`src/quaternion_rotate_vector_unit_assert.svh`:
```
// Assertion macros shared by the quaternion rotation unit.
// Each macro takes a label, the clock, the active-low reset, a trigger and a consequence.
`ifndef QUATERNION_ROTATE_VECTOR_UNIT_ASSERT_SVH
`define QUATERNION_ROTATE_VECTOR_UNIT_ASSERT_SVH

// The consequence must hold in the same cycle as the trigger.
`define QRV_ASSERT_IMPL(lbl, clk, rst_n, ante, cons) \
  lbl: assert property (@(posedge clk) disable iff (!rst_n) (ante) |-> (cons)) \
    else $error("qrv assertion failed");

// The consequence must hold in the cycle after the trigger.
`define QRV_ASSERT_NEXT(lbl, clk, rst_n, ante, cons) \
  lbl: assert property (@(posedge clk) disable iff (!rst_n) (ante) |=> (cons)) \
    else $error("qrv assertion failed");

`endif

```
`src/qrv_pkg.sv`:
```
// Types, widths, register codes and multiply helpers of the quaternion rotation unit.
// Used by qrv_round_sat and quaternion_rotate_vector_unit; depends on nothing.
package qrv_pkg;

  localparam int QuatW     = 16;
  localparam int VecW      = 32;
  localparam int Prod1W    = 48;
  localparam int InterW    = 50;
  localparam int Prod2W    = 66;
  localparam int AccW      = 68;
  localparam int OutW      = 32;
  localparam int FracShift = 28;
  localparam int NumAxes   = 3;
  localparam int NumComps  = 4;
  localparam int NumTerms  = 4;
  localparam int NumStages = 5;

  localparam int AxisX = 0;
  localparam int AxisY = 1;
  localparam int AxisZ = 2;

  typedef enum logic [1:0] {
    CFG_QUAT_X = 2'd0,
    CFG_QUAT_Y = 2'd1,
    CFG_QUAT_Z = 2'd2,
    CFG_QUAT_W = 2'd3
  } cfg_idx_e;

  typedef logic signed [QuatW-1:0]  quat_t;
  typedef logic signed [VecW-1:0]   vec_t;
  typedef logic signed [Prod1W-1:0] prod1_t;
  typedef logic signed [InterW-1:0] inter_t;
  typedef logic signed [Prod2W-1:0] prod2_t;
  typedef logic signed [AccW-1:0]   acc_t;
  typedef logic signed [OutW-1:0]   rot_t;

  localparam quat_t QuatWReset = 16'sd16384;
  localparam acc_t  RoundHalf  = acc_t'(1) <<< (FracShift - 1);

  function automatic prod1_t mul_qv(quat_t q, vec_t v);
    return prod1_t'(q) * prod1_t'(v);
  endfunction

  function automatic prod2_t mul_iq(inter_t i, quat_t q);
    return prod2_t'(i) * prod2_t'(q);
  endfunction

endpackage

```
`src/qrv_round_sat.sv`:
```
// Scales a rounded accumulator down by the fraction shift and saturates it to 32 bits.
// Depends on qrv_pkg for the accumulator and result types.
module qrv_round_sat (
  input  qrv_pkg::acc_t acc_i,
  output qrv_pkg::rot_t rot_o
);

  localparam int HiLsb = qrv_pkg::FracShift + qrv_pkg::OutW - 1;

  logic [qrv_pkg::AccW-1-HiLsb:0] hi;

  assign hi = acc_i[qrv_pkg::AccW-1:HiLsb];

  always_comb begin
    if ((&hi) || !(|hi)) begin
      rot_o = qrv_pkg::rot_t'(acc_i[HiLsb:qrv_pkg::FracShift]);
    end else if (hi[$high(hi)]) begin
      rot_o = {1'b1, {(qrv_pkg::OutW-1){1'b0}}};
    end else begin
      rot_o = {1'b0, {(qrv_pkg::OutW-1){1'b1}}};
    end
  end

endmodule

```
`config.mk`:
```
export PLATFORM = sky130hd
export DESIGN_NAME = qrv_round_sat
export DESIGN_NICKNAME = d
export VERILOG_FILES = /design/src/quaternion_rotate_vector_unit_assert.svh /design/src/qrv_pkg.sv /design/src/qrv_round_sat.sv
export SDC_FILE = /design/constraint.sdc
export NUM_CORES = 1
export LEC_CHECK = 0
export BUFFER_PORTS_ARGS = -buffer_cell sky130_fd_sc_hd__buf_2
export CAP_MARGIN = 5
export CORE_MARGIN = 2
export CORE_UTILIZATION = 32
export DETAILED_ROUTE_END_ITERATION = 7
export PLACE_DENSITY = 0.95
export SKIP_LAST_GASP = 1
export SYNTH_ARGS = -nofsm -noshare
export SYNTH_HDL_FRONTEND = slang
export SYNTH_SLANG_ARGS = --single-unit
```
`constraint.sdc`:
```
create_clock -name vclk -period 2.4
set_input_delay 0.6 -clock vclk [all_inputs]
set_output_delay 0.6 -clock vclk [all_outputs]
set_load 0.01 [all_outputs]
```
==> results.cfg, run 1 <==
[layout]
regArea_um2 = 0
layout_commonest_cell = buf_2
area_growth_pct = 49.5
seq_cells = 0
drive_above_1_share_pct = 56.6
insertedDiodeCount = 0
layout_common_cells = 72 x buf_2, 31 x nand3_1, 27 x a2bb2oi_1
n_fill_cell = 179
clkbuf_count = 0
design_area_um2 = 922
final_net_count = 215

[setup_path]
cp-end-kind = primary output
critPathMaxFanout = 17
cp.arrival_ns = 1.63
critPathKind = primary input to primary output
required_ns = 1.80
start_kind = primary input

[floorplan]
die_w_um = 47.9
die_area_um2 = 2290
coreArea_um2 = 1760
pin_count = 100
initial_core_util_pct = 35.0
die_h_um = 47.9
num_rows = 15

[synthesis]
synth-compound-area-share_pct = 48.1
synth_top_area_cell = a2bb2oi_1
synth.area.top_cells = a2bb2oi_1 38%, nand3_1 25%, buf_6 16%
synthAdderAreaFrac_pct = 0
synth_nets = 150
syn_inst = 82
synth_mux_area_share_pct = 0
yosys.area.top_type_share_pct = 38.3
synth_cell_type_count = 9
syn_area_um2 = 617
ys_seq_area_share_pct = 0
synth_top_family_by_area = compound AO/OA/AOI/OAI gates
synth_simple_gate_area_share_pct = 30.6
syn_area_per_cell_um2 = 7.52
synth_warnings = 0
synth_xor_area_share_pct = 0

[drt]
drtIter0Drc = 13
wl_per_cell_um = 12.4
drt_pass1_iterations = 4
vias = 925
drc_errors = 0
vias_per_cell = 5.44
ant_nets = 0
totalWireLength_um = 2110

[place]
port_buffers = 72
globalplace.congestion = 0.670
dp_hpwl_um = 1650
dpl-instance-area_um2 = 922

[global_route]
use_met3_pct = 0.755
grt-busiest-layer = met2
antenna_found_initial = 0
gr-total-overflow = 0
grt_pass1_wl_um = 3020
grt_max_degree = 33
use_met2_pct = 34.1
use_met1_pct = 20.7
grt_usage_pct = 17.1
first_global_vias = 756

[timing]
slew_headroom_pct = 62.0
setup_viol = 0
setup-tns-final_ns = 0
rsz0062_at_grt = no
worst_pin_slew_ns = 0.569
fin_crit_sh_pct = 93.1
fmax_mhz = 448
drv_slew = 0
hold_violations = 0
holdWs_ns = 1.54
finalCriticalPeriod_ns = 2.23

[run_status]
outcome = finished clean

[pwr]
leakage_nw = 0.451
vdd_drop_max_uv = 67.1
power.density_nw_per_um2 = 145
power_mw = 0.134

[clock_network]
cts_setup_buffers = 0
ctsResizeCount = 0
hold_buffers = 0

[hold_path]
min_path_cells = 4
hold_path_class = primary input to primary output

[job]
maxCapViolCount = 0
==> synth_stat cells, drive strengths merged <==
cell,n
nor4,2
nand2,1
clkbuf,4
buf,11
a2bb2oi,31
and4,2
nand3,31
==> cell type report <==
cell class / count / area (um^2) / share of cell area, %
Multi-Input combinational cell: 67 / 485 / 52.6
Tap cell: 25 / 31.3 / 3.39
Timing Repair Buffer: 78 / 405 / 44.0
==> cells by family (layout without fill, tap and decap cells) <==
| group | after synthesis | after routing |
|---|---|---|
| buffers and inverters | 15 | 78 |
| AO/OA/AOI/OAI | 31 | 31 |
| AND/OR/NAND/NOR | 36 | 36 |
==> power breakdown <==
group          leakage [nW]  switching (mW)  internal (mW)
combinational         0.451          0.0649         0.0687
sequential                0               0              0
clock                     0               0              0
total                 0.451          0.0649         0.0687
==> worst paths after layout <==
check / start / endpoint / slack (ns)
worst min-delay path: acc_i[56] / rot_o[28] / 1.54
worst max-delay path: acc_i[62] / rot_o[6] / 0.17
==> routing by layer <==
| metal | routed length (um) | share of wire [%] |
|---|---|---|
| met1 | 844 | 40 |
| met2 | 1130 | 54 |
| met3 | 122 | 5.8 |
| met4 | 13 | 0.62 |
| met5 | 0 | 0 |
==> critical path, stage by stage <==
cell,delay [ns]
buf_2,0.10
nor4_1,0.28
nand2_1,0.12
buf_4,0.21
a2bb2oi_1,0.14
buf_2,0.18
==> through the flow <==
| step | util, % | cells | setup slack [ns] |
|---|---|---|---|
| after floorplan | - | 82 | 0.468 |
| after global placement | 52.3 | 170 | 0.223 |
| after detailed placement | 52.3 | 170 | 0.160 |
| after CTS | 52.3 | 170 | 0.158 |
| after global routing | 52.3 | 170 | 0.0533 |
| final | 52.3 | 170 | 0.166 |
No activity file was read; power rests on OpenSTA's default activity.
==> run 2, diff against run 1 <==
MAX_ROUTING_LAYER = met4   (was not set)
RECOVER_POWER = 50   (was not set)
==> run 2 against run 1 <==
  * Wire length is 1.1% lower
  * Hold slack worse by 0.0096 ns
  * Via count decreased by 1.3%
  * Sequential share of layout area unchanged
  * Critical path type unchanged
  * Largest power group unchanged
  * Highest routed layer unchanged
==> results.cfg, run 2 (synthesis gave the netlist of run 1 again) <==
[run_status]
outcome = finished clean

[pwr]
vdd_drop_max_uv = 65.4
leakage_nw = 0.419
power.density_nw_per_um2 = 145

[layout]
clkbuf_count = 0
drive_above_1_share_pct = 48.3
regArea_um2 = 0
layout_common_cells = 58 x buf_2, 31 x nand3_1, 27 x a2bb2oi_1
fin_util_pct = 51.4
area_growth_pct = 47.1
layout_commonest_cell = buf_2
final-instance-count-excl-fill = 170
insertedDiodeCount = 0
seq_cells = 0
final_net_count = 215

[timing]
slew_headroom_pct = 57.4
setup_viol = 0
rsz0062_at_grt = no
fmax_mhz = 447
finalCriticalPeriod_ns = 2.24
fin_crit_sh_pct = 93.2
worst_pin_slew_ns = 0.639
setup-tns-final_ns = 0
hold_violations = 0
drv_slew = 0

[setup_path]
cp-end-kind = primary output
start_kind = primary input
crit_start = acc_i[62]
critPathMaxFanout = 17
required_ns = 1.80
cp.arrival_ns = 1.64
critPathKind = primary input to primary output

[global_route]
gr-total-overflow = 0
grt_max_degree = 33
first_global_vias = 756
antenna_found_initial = 0
grt_usage_pct = 17.7
grt_pass1_wl_um = 3020

[clock_network]
hold_buffers = 0
ctsResizeCount = 0
cts_setup_buffers = 0

[hold_path]
hold_path_class = primary input to primary output
min_from = acc_i[54]

[drt]
totalWireLength_um = 2090
wl_per_cell_um = 12.3
drt_pass1_iterations = 4
vias = 913
drtIter0Drc = 16
drc_errors = 0
vias_per_cell = 5.37
ant_nets = 0

[place]
port_buffers = 72
dp_hpwl_um = 1650
globalplace.congestion = 0.676
dpl.cell_count = 170

[floorplan]
num_rows = 15
initial_core_util_pct = 35.0
die_area_um2 = 2290
die_w_um = 47.9
coreArea_um2 = 1760
pin_count = 100
die_h_um = 47.9

[job]
maxCapViolCount = 0
## run 2: metrics by stage
step	total power [mW]	instance area [um^2]	setup WS [ns]	hold slack, ns
finish	0.131	907	0.163	1.53
global route	0.143	907	0.0492	1.55
global placement	0.128	922	0.223	1.54
detailed placement	0.133	922	0.160	1.54
CTS	0.134	922	0.158	1.55
floorplan	0.0681	617	0.468	1.27
## run 2: metal layers
layer / GRT usage (%) / share of wire (%) / vias up
li1: - / - / 461
met3: 0.755 / 6.0 / 2
met4: 1.08 / 0.57 / 0
met5: - / 0 / -
met1: 20.7 / 40 / 403
met2: 34.1 / 54 / 47
## run 2: final timing paths
check	endpoint	slack [ns]	cells past startpoint
max	rot_o[6]	0.16	6
min	rot_o[26]	1.53	4
## run 2: final cells by class
class                           instances  area, um^2
Tap cell                               25        31.3
Multi-Input combinational cell         67         485
Fill cell                             185         857
Timing Repair Buffer                   78         390
## run 2: worst max-delay path: stages
cell and delay, ns:
buf_2 0.10, nor4_1 0.28, nand2_1 0.12, buf_4 0.21, a2bb2oi_1 0.14, buf_2 0.18
## run 2: power breakdown
part / internal (mW) / total [mW] / leakage, nW / switching [mW]
Sequential: 0 / 0 / 0 / 0
Clock: 0 / 0 / 0 / 0
Combinational: 0.0658 / 0.131 / 0.419 / 0.0653
==> run 3, diff against run 2 <==
CELL_PAD_IN_SITES_DETAIL_PLACEMENT = 0   (was not set)
CELL_PAD_IN_SITES_GLOBAL_PLACEMENT = 1   (was not set)
CORE_ASPECT_RATIO = 0.8   (was not set)
CORE_UTILIZATION = 18   (was 32)
PLACE_DENSITY = 0.94   (was 0.95)
==> run 3 against run 2 <==
  * Final area is 2.6% higher
  * Largest power group unchanged
  * Worst setup slack improved by 0.036 ns
  * Largest cell class unchanged
  * Sequential cell count stayed put
  * Count of clock-buffer cells in the layout did not move
  * Non-clock buffer count did not move
  * Via count decreased by 6.7%
==> results.cfg, run 3 (synthesis gave the netlist of run 1 again) <==
[timing]
worst_pin_slew_ns = 0.662
fin_crit_sh_pct = 91.7
hold_violations = 0
rsz0062_at_grt = no
drv_slew = 0
timing.final.ws_setup_ns = 0.198
slew_headroom_pct = 55.9
fmax_mhz = 454
setup_viol = 0
finalCriticalPeriod_ns = 2.20
setup-tns-final_ns = 0

[global_route]
grt_max_degree = 33
first_global_vias = 688
antenna_found_initial = 0
gr-total-overflow = 0
grt_pass1_wl_um = 3140
grt_usage_pct = 9.15

[pwr]
leakage_nw = 0.420
power.density_nw_per_um2 = 140
vdd_drop_max_uv = 37.0

[layout]
final_net_count = 215
regArea_um2 = 0
layout_commonest_cell = buf_2
n_fill_cell = 355
layout_common_cells = 61 x buf_2, 31 x nand3_1, 27 x a2bb2oi_1
insertedDiodeCount = 0
clkbuf_count = 0
seq_cells = 0
area_growth_pct = 50.9
drive_above_1_share_pct = 49.7

[place]
dp_hpwl_um = 1450
pre_cts_ws_ns = 0.126
globalplace.congestion = 0.657
port_buffers = 72

[setup_path]
cp_num_cells = 6
crit_family = buffers and inverters
crit_path_frequent_cell = buf_2
cp-end-kind = primary output
cp.arrival_ns = 1.60
start_kind = primary input
crit_chain = buf_2 > nor4_2 > nand2_1 > buf_2 > a2bb2oi_1 > buf_2
cp_num_buf_inv = 3
slowest_delay_ns = 0.26
critPathKind = primary input to primary output
required_ns = 1.80
critPathMaxFanout = 14
slowest_stage = nor4_2

[drt]
wl_per_cell_um = 10.2
totalWireLength_um = 1880
drc_errors = 0
drt_pass1_iterations = 4
vias = 852
vias_per_cell = 4.61
drtIter0Drc = 18
ant_nets = 0

[floorplan]
die_h_um = 56.4
die_area_um2 = 3910
coreArea_um2 = 3180
initial_core_util_pct = 19.4
num_rows = 18
die_w_um = 69.5
pin_count = 100

[run_status]
outcome = finished clean

[hold_path]
hold_path_class = primary input to primary output
min_path_cells = 4

[job]
maxCapViolCount = 0
run 3: cell count changes in the layout (fill, tap and decap cells not counted):
cell      delta
nor4_2       +1
nor4_1       -1
buf_4        -1
clkbuf_2     -1
clkbuf_1     -1
buf_2        +3
run 3: what timing repair did:
action	4_1_cts	5_1_grt
hold buffers	0	0
setup endpoints to repair	0	2
resized for setup	0	1
setup buffers	0	0
run 3: layer usage:
layer | global-route usage [%] | routed length, um | part of all wire [%]
met5 | - | 0 | 0
met4 | 0 | 0 | 0
met3 | 0.180 | 171 | 9.1
met2 | 13.5 | 738 | 39
met1 | 14.6 | 968 | 52
run 3: worst paths after layout:
kind	startpoint	endpoint	slack (ns)
max	acc_i[62]	rot_o[27]	0.20
min	acc_i[46]	rot_o[18]	1.53
run 3: per-stage QoR:
step / total power [mW] / utilization (%) / instance area, um^2 / hold slack (ns) / cells
CTS: 0.132 / 29.6 / 941 / 1.54 / 185
floorplan: 0.0681 / - / 617 / 1.27 / 82
finish: 0.130 / 29.3 / 931 / 1.53 / 185
global route: 0.143 / 29.3 / 931 / 1.55 / 185
detailed placement: 0.132 / 29.6 / 941 / 1.54 / 185
global placement: 0.132 / 29.6 / 941 / 1.54 / 185
run 3: final cells by class:
type	instances	area (um^2)	area share (%)
well taps	40	50.0	5.38
repair buffers	78	389	41.8
multi-input cells	67	492	52.8
run 3: worst min-delay path, stage by stage:
cell	delay (ns)
buf_2	0.10
nand3_1	0.05
a2bb2oi_1	0.06
clkbuf_1	0.12
run 3: power breakdown:
group / internal [mW] / leakage [nW] / switching (mW)
logic: 0.0663 / 0.420 / 0.0638
clock network: 0 / 0 / 0
registers: 0 / 0 / 0
total: 0.0663 / 0.420 / 0.0638
